**config.mk**
```make
export PLATFORM = sky130hd
export DESIGN_NAME = gamepad_frame_receiver
export DESIGN_NICKNAME = d
export VERILOG_FILES = /design/src/hw/rtl/gfr_pkg.sv /design/src/hw/rtl/gfr_report_map.sv /design/src/hw/rtl/gfr_frame_assembler.sv /design/src/hw/rtl/gamepad_frame_receiver.sv
export SDC_FILE = /design/constraint.sdc
export NUM_CORES = 1
export LEC_CHECK = 0
export ABC_CLOCK_PERIOD_IN_PS = 10200
export BUFFER_PORTS_ARGS = -buffer_cell sky130_fd_sc_hd__buf_2
export CAP_MARGIN = 20
export CORE_ASPECT_RATIO = 1.5
export CORE_UTILIZATION = 45
export DETAILED_ROUTE_END_ITERATION = 10
export PLACE_DENSITY_LB_ADDON = 0.25
export REMOVE_ABC_BUFFERS = 1
export SYNTH_ARGS = -nofsm -noshare
export SYNTH_HDL_FRONTEND = slang
export SYNTH_SLANG_ARGS = --single-unit
export TNS_END_PERCENT = 50
```
**constraint.sdc**
```tcl
create_clock -name clk -period 10.2 [get_ports clk]
set_input_delay 2.04 -clock clk [delete_from_list [all_inputs] [get_ports clk]]
set_output_delay 2.04 -clock clk [all_outputs]
set_load 0.02 [all_outputs]
```
**src/hw/rtl/gfr_pkg.sv**
```systemverilog
`default_nettype none

package gfr_pkg;

	// Frame layout
	localparam int unsigned FRAME_LEN = 14;
	localparam int unsigned POS_W = 4;
	localparam logic [POS_W-1:0] POS_LAST = POS_W'(FRAME_LEN - 1);
	localparam logic [POS_W-1:0] POS_HEADER = 4'd0;
	localparam logic [POS_W-1:0] POS_CODE = 4'd2;
	localparam logic [POS_W-1:0] POS_ID = 4'd3;
	localparam logic [POS_W-1:0] POS_DATA_FIRST = 4'd4;
	localparam logic [POS_W-1:0] POS_DATA_LAST = 4'd11;
	localparam logic [7:0] HEADER_MARK = 8'h7a;
	localparam logic [7:0] DPAD_MASK = 8'h0f;

	// Frame status codes
	localparam logic [1:0] STATUS_OK = 2'd0;
	localparam logic [1:0] STATUS_BAD_HEADER = 2'd1;
	localparam logic [1:0] STATUS_BAD_CHECKSUM = 2'd2;

	localparam int unsigned PAD_BYTES = 8;
	localparam int unsigned RESULT_W = 82;
	localparam int unsigned M_TDATA_W = 88;

	typedef logic [PAD_BYTES-1:0][7:0] pad_bytes_t;

	// Declared high field first so status lands in the lowest bits
	typedef struct packed {
		logic [7:0] right_trigger;
		logic [7:0] left_trigger;
		logic [7:0] right_y;
		logic [7:0] right_x;
		logic [7:0] left_y;
		logic [7:0] left_x;
		logic [7:0] buttons_lower;
		logic [7:0] buttons_upper;
		logic [7:0] controller_id;
		logic [7:0] message_code;
		logic [1:0] status;
	} result_t;

endpackage

`default_nettype wire

```
**src/hw/rtl/gfr_report_map.sv**
```systemverilog
`default_nettype none

module gfr_report_map (
	input  wire logic [7:0] pad0,
	input  wire logic [7:0] pad1,
	output logic [7:0]      buttons_upper,
	output logic [7:0]      buttons_lower
);

	// Upper byte: stick clicks, select, start, d-pad nibble
	always_comb begin
		buttons_upper = {pad1[7], pad1[6], pad0[5], pad0[4], 4'b0000}
			| (pad1 & gfr_pkg::DPAD_MASK);
	end

	// Lower byte: Y, X, B, A, zero, guide, R1, L1 from the top down
	always_comb begin
		buttons_lower = {pad0[0], pad0[3], pad0[1], pad0[2], 1'b0,
			pad0[5] & pad0[4], pad0[7], pad0[6]};
	end

endmodule

`default_nettype wire

```
**src/hw/rtl/gfr_frame_assembler.sv**
```systemverilog
`default_nettype none

module gfr_frame_assembler (
	input  wire logic             clk,
	input  wire logic             arst_n,
	input  wire logic             take,
	input  wire logic [7:0]       rx_byte,
	input  wire logic             restart,
	output logic                  last,
	output gfr_pkg::result_t      result
);

	logic [gfr_pkg::POS_W-1:0] pos_q;
	logic [7:0]                csum_q;
	logic [7:0]                header_q;
	logic [7:0]                code_q;
	logic [7:0]                id_q;
	gfr_pkg::pad_bytes_t       staging_q;
	gfr_pkg::pad_bytes_t       pad_q;

	logic [gfr_pkg::POS_W-1:0] pos_eff;
	logic [gfr_pkg::POS_W-1:0] data_off;
	logic [2:0]                stage_idx;
	logic [7:0]                csum_eff;
	logic                      begin_frame;
	logic [1:0]                status;
	logic                      commit;
	gfr_pkg::pad_bytes_t       pad_next;
	logic [7:0]                upper;
	logic [7:0]                lower;

	// Restart or an out-of-range position starts a fresh frame
	assign begin_frame = restart || (pos_q >= gfr_pkg::POS_W'(gfr_pkg::FRAME_LEN));
	assign pos_eff = begin_frame ? '0 : pos_q;
	assign csum_eff = begin_frame ? 8'h00 : csum_q;
	assign last = (pos_eff == gfr_pkg::POS_LAST);
	assign data_off = pos_eff - gfr_pkg::POS_DATA_FIRST;
	assign stage_idx = data_off[2:0];

	// Judge the frame on its final word; header fault wins
	always_comb begin
		priority if (header_q != gfr_pkg::HEADER_MARK) begin
			status = gfr_pkg::STATUS_BAD_HEADER;
		end else if (rx_byte != csum_eff) begin
			status = gfr_pkg::STATUS_BAD_CHECKSUM;
		end else begin
			status = gfr_pkg::STATUS_OK;
		end
	end

	assign commit = (status == gfr_pkg::STATUS_OK);
	assign pad_next = commit ? staging_q : pad_q;

	// Advance position and checksum, capture frame bytes
	always_ff @(posedge clk or negedge arst_n) begin
		if (!arst_n) begin
			pos_q <= '0;
			csum_q <= '0;
			header_q <= '0;
			code_q <= '0;
			id_q <= '0;
			staging_q <= '0;
			pad_q <= '0;
		end else if (take) begin
			if (last) begin
				pos_q <= '0;
				csum_q <= '0;
				pad_q <= pad_next;
			end else begin
				pos_q <= pos_eff + 1'b1;
				csum_q <= csum_eff ^ rx_byte;
				if (pos_eff == gfr_pkg::POS_HEADER) begin
					header_q <= rx_byte;
				end
				if (pos_eff == gfr_pkg::POS_CODE) begin
					code_q <= rx_byte;
				end
				if (pos_eff == gfr_pkg::POS_ID) begin
					id_q <= rx_byte;
				end
				if (pos_eff >= gfr_pkg::POS_DATA_FIRST && pos_eff <= gfr_pkg::POS_DATA_LAST) begin
					staging_q[stage_idx] <= rx_byte;
				end
			end
		end
	end

	gfr_report_map u_map (
		.pad0          (pad_next[0]),
		.pad1          (pad_next[1]),
		.buttons_upper (upper),
		.buttons_lower (lower)
	);

	// Build the report from the state as it stands after this frame
	always_comb begin
		result.status = status;
		result.message_code = code_q;
		result.controller_id = id_q;
		result.buttons_upper = upper;
		result.buttons_lower = lower;
		result.left_x = pad_next[2];
		result.left_y = pad_next[3];
		result.right_x = pad_next[4];
		result.right_y = pad_next[5];
		result.left_trigger = pad_next[6];
		result.right_trigger = pad_next[7];
	end

endmodule

`default_nettype wire

```
**src/hw/rtl/gamepad_frame_receiver.sv**
```systemverilog
// Path: the frame's 14th byte passes through the input register, and once the assembler takes it
// the report word is loaded into the output register that drives m_tdata.
// Throughput: one byte per cycle, set by the input register feeding a single frame-update step,
// except while a held report stalls the next frame's 14th byte and the input behind it.
// Reset (arst_n low, asynchronous): position, checksum, captured bytes and pad state clear to
// zero (pad at rest); no word is pending on either side.
`default_nettype none

module gamepad_frame_receiver (
	input  wire logic        clk,
	input  wire logic        arst_n,
	input  wire logic        s_tvalid,
	output logic             s_tready,
	input  wire logic [7:0]  s_tdata,  // [7:0] rx_byte
	input  wire logic        s_tuser,  // [0] restart
	output logic             m_tvalid,
	input  wire logic        m_tready,
	// [1:0] status, [9:2] message_code, [17:10] controller_id, [25:18] buttons_upper,
	// [33:26] buttons_lower, [41:34] left_x, [49:42] left_y, [57:50] right_x,
	// [65:58] right_y, [73:66] left_trigger, [81:74] right_trigger, [87:82] zero
	output logic [gfr_pkg::M_TDATA_W-1:0] m_tdata
);

	logic             valid_s1;
	logic [7:0]       byte_s1;
	logic             restart_s1;
	logic             last;
	logic             advance;
	logic             out_valid_q;
	gfr_pkg::result_t result;
	gfr_pkg::result_t result_q;

	// A non-final word always moves on; the final word needs a free output slot
	assign advance = valid_s1 && (!last || !out_valid_q || m_tready);
	assign s_tready = !valid_s1 || advance;

	// Input register
	always_ff @(posedge clk or negedge arst_n) begin
		if (!arst_n) begin
			valid_s1 <= 1'b0;
		end else if (s_tready) begin
			valid_s1 <= s_tvalid;
		end
	end

	always_ff @(posedge clk) begin
		if (s_tvalid && s_tready) begin
			byte_s1 <= s_tdata;
			restart_s1 <= s_tuser;
		end
	end

	gfr_frame_assembler u_asm (
		.clk     (clk),
		.arst_n  (arst_n),
		.take    (advance),
		.rx_byte (byte_s1),
		.restart (restart_s1),
		.last    (last),
		.result  (result)
	);

	// Output register: load a finished report, drop valid once taken
	always_ff @(posedge clk or negedge arst_n) begin
		if (!arst_n) begin
			out_valid_q <= 1'b0;
		end else if (advance && last) begin
			out_valid_q <= 1'b1;
		end else if (m_tready) begin
			out_valid_q <= 1'b0;
		end
	end

	always_ff @(posedge clk) begin
		if (advance && last) begin
			result_q <= result;
		end
	end

	assign m_tvalid = out_valid_q;
	assign m_tdata = {(gfr_pkg::M_TDATA_W - gfr_pkg::RESULT_W)'(0), result_q};

endmodule

`default_nettype wire

```
Word-level counts from Yosys, hierarchy flattened
Cells that the tools add are included.
Widths: inputs -> output; s select.
{"block": "word_totals", "input_bits": 13, "elab_cells": 86, "output_inout_bits": 90, "register_bits": 256}
{"block": "op_classes", "n_reduce_logical": 21, "order_cmp": 5, "addsub": 2, "n_eq_ne": 5, "n_bitwise": 4, "n_mux": 12}
{"op": "$bwmux 64", "n": 1}
{"op": "$mux 64", "n": 1}
{"op": "$demux 8 s3", "n": 1}
{"op": "$mux 8", "n": 3}
{"op": "$reduce_and 3->1", "n": 5}
{"op": "$eq 4x2->1 const B", "n": 2}
{"op": "$mux 4", "n": 2}
{"op": "$ne 8x7->1 const B", "n": 1}
{"op": "$ne 8x8->1", "n": 1}
{"op": "$or 8x4->8", "n": 1}
{"op": "$xor 8x8->8", "n": 1}
{"op": "$logic_and 1x1->1", "n": 5}
{"op": "$add 4x1->4 const B", "n": 1}
{"op": "$eq 4x4->1 const B", "n": 1}
{"op": "$ge 4x3->1 const B", "n": 1}
{"op": "$ge 4x4->1 const B", "n": 1}
{"op": "$le 4x4->1 const B", "n": 1}
{"op": "$logic_not 4->1", "n": 1}
{"op": "$logic_or 1x1->1", "n": 4}
{"op": "$lt 3x4->1 const B", "n": 1}
{"op": "$mux 2", "n": 2}
{"op": "$ge 3x1->1 const B", "n": 1}
{"op": "$logic_not 1->1", "n": 3}
{"op": "$sub 3x3->3 const B", "n": 1}
{"op": "6 further kinds", "n": 7}

Logic depth before layout (Yosys ltp)
{"block": "depth", "depth_word": 10, "mapped_depth": 10, "depth_no_buf": 8}

Hierarchy
From an unflattened synthesis, not the netlist that was laid out.
{"block": "unflattened", "hier_cells": 707, "hier_area_um2": 11090.6}
{"module": "gfr_frame_assembler", "cells_per_inst": 582, "seq_area_each_um2": 4103.9, "area_per_inst_um2": 8080.2, "instances": 1}
{"module": "gamepad_frame_receiver", "cells_per_inst": 108, "seq_area_each_um2": 2782.7, "area_per_inst_um2": 2887.8, "instances": 1}
{"module": "gfr_report_map", "cells_per_inst": 17, "seq_area_each_um2": 0.0, "area_per_inst_um2": 122.6, "instances": 1}

Worst setup path before layout
OpenSTA, ideal clock, no wires.
{"block": "synth_path", "path_kind": "input -> register", "from": "input m_tready", "to": "register u_asm.pad_q[0] (netlist name)", "required_ns": 10.075, "path_stages": 6, "setup_slack_ns": 4.620, "setup_time_ns": 0.125, "arrival_time_ns": 5.455, "path_buffers": 1, "cell_sequence": "nor2b_1 and3b_1 nand2b_1 nor4_4 buf_6 mux2_4"}
{"block": "synth_via", "elab_chain_cells": 3}
{"element": "start, declared", "line": "gamepad_frame_receiver.sv:17", "text": "input wire logic m_tready,"}
{"element": "$logic_or 1x1->1", "line": "gamepad_frame_receiver.sv:34", "text": "assign advance = valid_s1 && (!last || !out_valid_q || m_tready);"}
{"element": "$logic_and 1x1->1", "line": "gamepad_frame_receiver.sv:34"}
{"element": "$reduce_and 2->1 (no line)"}
{"element": "end signal, assigned", "line": "gfr_frame_assembler.sv:68", "text": "pad_q <= pad_next;"}
{"element": "end, declared", "line": "gfr_frame_assembler.sv:19", "text": "gfr_pkg::pad_bytes_t pad_q;"}
Every way passes these cells.
A chain may end at the register's enable or synchronous reset.

Worst setup path in the final report
{"block": "layout_path", "from": "register u_asm.pos_q[2] (netlist name)", "to": "output s_tready"}
{"block": "layout_via", "elab_chain_cells": 9}
{"element": "start, declared", "line": "gfr_frame_assembler.sv:13", "text": "logic [gfr_pkg::POS_W-1:0] pos_q;"}
{"element": "start signal, assigned", "line": "gfr_frame_assembler.sv:70", "text": "pos_q <= pos_eff + 1'b1;"}
{"element": "$ge 4x4->1", "line": "gfr_frame_assembler.sv:33", "text": "assign begin_frame = restart || (pos_q >= gfr_pkg::POS_W'(gfr_pkg::FRAME_LEN));"}
{"element": "$logic_or 1x1->1", "line": "gfr_frame_assembler.sv:33"}
{"element": "$mux 4 (*)", "line": "gfr_frame_assembler.sv:34", "text": "assign pos_eff = begin_frame ? '0 : pos_q;"}
{"element": "$eq 4x4->1 (*)", "line": "gfr_frame_assembler.sv:36", "text": "assign last = (pos_eff == gfr_pkg::POS_LAST);"}
{"element": "$logic_not 1->1 (*)", "line": "gamepad_frame_receiver.sv:34"}
{"element": "$logic_or 1x1->1 (*) (2 in series)", "line": "gamepad_frame_receiver.sv:34"}
{"element": "$logic_and 1x1->1 (*)", "line": "gamepad_frame_receiver.sv:34"}
{"element": "$logic_or 1x1->1 (*)", "line": "gamepad_frame_receiver.sv:35", "text": "assign s_tready = !valid_s1 || advance;"}
{"element": "end, declared", "line": "gamepad_frame_receiver.sv:13", "text": "output logic s_tready,"}
Every way passes the cells marked *; elsewhere a longest branch is shown, timed or not.

==> results.toml <==
[routing]
vias_per_cell = 5.11
totalWireLength_mm = 19.7
ant_nets = 0
routedWlPerCell_um = 18.9
drt_first_pass_iters = 4
drc_errors = 0
drt-initial-drc-count = 319
vias = 5307

[floorplan]
initial_core_util = 0.459
rows = 68
core_area_um2 = 23100
die_x_um = 127
die_h_um = 190
dieArea_um2 = 24100
io_pins = 103

[job]
maxCapViolCount = 0

[logic_synthesis]
synth_area_leaders = "dfrtp_1 (38%), edfxtp_1 (26%), mux2_4 (17%)"
async_flop_share = 0.643
synth.avg_cell_area_um2 = 17.3
synth_seq_area_share = 0.639
synth_edf_count = 90
synth_ff_type = "dfrtp_1"
synth_top_area_share = 0.383
synth.most_common_cell = "dfrtp_1"
synth_top_area_cell = "dfrtp_1"
syn_inst = 611
syn-cell-area_um2 = 10600
ys_types = 49
ys_top_cells_by_count = "dfrtp_1 (162), mux2_4 (119), mux2_2 (91)"
synth_warnings = 0
ys_ff_latch = 252

[sta]
fin_crit_ns = 4.87
rsz0062_at_grt = "false"
tns_ns = 0
setup_violations = 0
slew_headroom = 0.367
fin_skew_ns = 0.0188
fmax_mhz = 205
tightestPinTransition_ns = 0.942
period_share = 0.478
slew_violations = 0
finalHoldViolations = 0

[clock_network]
tritoncts = "built"
cts_buffers = 23
cts_buffer_depth = 3
cts_root_buf = "clkbuf_16"
postCtsSetupBuffers = 0
cts_max_level = 1
cts_repair_resize_count = 0
postCtsHoldBufs = 0
clkSinkCount = 252
clk_pin_slew_worst_paths_ns = 0.07
clk_latency_ns = 0.51

[critical_path]
cp_max_fo = 19
crit_family = "compound AO/OA/AOI/OAI gates"
startpoint_type = "flip-flop"
max_stage_delay_ns = 0.78
path_class = "reg2out"
worstPathBufferInverterCount = 1
setup.worst_path.end_class = "primary output"
slowest_stage = "a31oi_2"
critical_path_required_ns = 8.16
worstPathArrival_ns = 2.83
cp_cell_sequence = "a31oi_2, and2_1, ha_1, and4bb_2, nand3_1, buf_2"

[global_route]
grt_start_max_net_pins = 84
track_usage = 0.168
grt_overflow = 0
grt_pass1_vias = 5664
grt_pass1_wl_mm = 31.4
antenna_found_initial = 0

[finish]
fin_cells = 1039
nNetsFinal = 724
fill_cells = 1916
final_area_um2 = 12000
n_antenna_cell = 0
drive_gt1_frac = 0.494
synthToLayoutAreaGrowth_pct = 13.6

[placement]
placed_cell_area_um2 = 11300
dp.cells = 996
dpl.hpwl_mm = 11.7
place_congestion = 0.811
io_buffers = 95

[power]
total_power_mw = 2.30
p_leak_nw = 5.49
power.density_nw_per_um2 = 192
vdd_drop_max_mv = 0.105

[hold_path]
hp-class = "reg2reg"

[outcome]
outcome = "finished, final reports clean"
## routing by layer
metal,up-vias,track usage,part of all wire
met4,0,0.0444,0.018
met1,2740,0.211,0.42
li1,2421,-,-
met2,114,0.304,0.52
met5,-,0,0
met3,32,0.0217,0.038
## cells by family after synthesis
group / after synthesis / synth area share
and+or+nand+nor: 67 / 0.0395
muxes: 211 / 0.267
AOI/OAI and AO/OA: 36 / 0.0257
DFF: 252 / 0.639
other: 1 / 0.000355
adders and majority gates: 2 / 0.00237
xor gates and xnor gates: 1 / 0.000828
buffers and inverters: 41 / 0.0257
## worst paths after layout
kind	slack, ns	startpoint	endpoint	cells past startpoint
worst max-delay path	5.33	u_asm.pos_q[2]	s_tready	6
worst min-delay path	0.44	u_asm.code_q[2]	m_tdata[4]	0
worst max register to register	6.42	u_asm.pos_q[2]	u_asm.pad_q[26]	9
worst min register to register	0.44	u_asm.code_q[2]	m_tdata[4]	0
max in group asynchronous	7.53	arst_n	u_asm.header_q[5]	3
min in group asynchronous	1.56	arst_n	u_asm.id_q[0]	1
## area by class of cell
cell class	count	area, um2	share of cell area
multi-input cells	324	3570	0.297
well taps	315	394	0.0328
flip-flops and latches	252	6760	0.562
clock inverters	7	38.8	0.00323
repair buffers	104	587	0.0488
clock buffers	33	653	0.0543
inverters	4	15.0	0.00125
## report_power, final
| part | switching (mW) | internal, mW | leakage (nW) |
|---|---|---|---|
| combinational | 0.0741 | 0.122 | 2.00 |
| clock | 0.358 | 0.445 | 0.344 |
| sequential | 0.116 | 1.19 | 3.14 |
| total | 0.548 | 1.76 | 5.49 |
## registers in the layout (all words and copies together) (netlist names)
register and flops:
restart_s1 1, u_asm.csum_q 8, m_tdata 81, u_asm.header_q 8, u_asm.id_q 8, u_asm.code_q 8, m_tvalid 1, u_asm.pad_q 62
byte_s1 8, valid_s1 1, u_asm.pos_q 4, u_asm.staging_q 62
## metrics by stage
| stage | util | worst slack (ns) | hold WS (ns) |
|---|---|---|---|
| floorplan | - | 2.07 | 0.419 |
| global placement | 0.489 | 5.52 | 0.427 |
| detailed placement | 0.489 | 5.47 | 0.429 |
| CTS | 0.519 | 5.35 | 0.440 |
| global route | 0.521 | 5.15 | 0.451 |
| finish | 0.521 | 5.33 | 0.439 |
## cell usage in the layout, fill, tap and decap left out, types with 2 or more instances in the layout
master,netlist,routed
ha_1,2,2
nand4_1,3,3
clkinv_2,0,4
o21ai_0,14,14
nor2b_1,5,5
nor4bb_1,2,2
a32o_1,7,7
mux2_4,119,119
nand2_1,17,17
buf_2,1,94
dfrtp_1,162,162
and2_1,3,3
inv_1,4,4
mux2_2,91,91
a21oi_1,2,2
edfxtp_1,90,90
nor3_1,2,2
clkbuf_16,0,23
or3_1,2,2
conb_1,1,7
clkbuf_1,17,6
buf_16,0,2
buf_4,7,6
or2b_1,2,2
clkinv_1,0,2
nor2_1,6,6
nor4_4,2,2
nand2b_1,6,6
a31oi_1,2,2
and2b_1,2,2
nand3_1,6,6
clkbuf_8,0,4
and3_1,2,2
No activity file was read; power rests on OpenSTA's default activity.
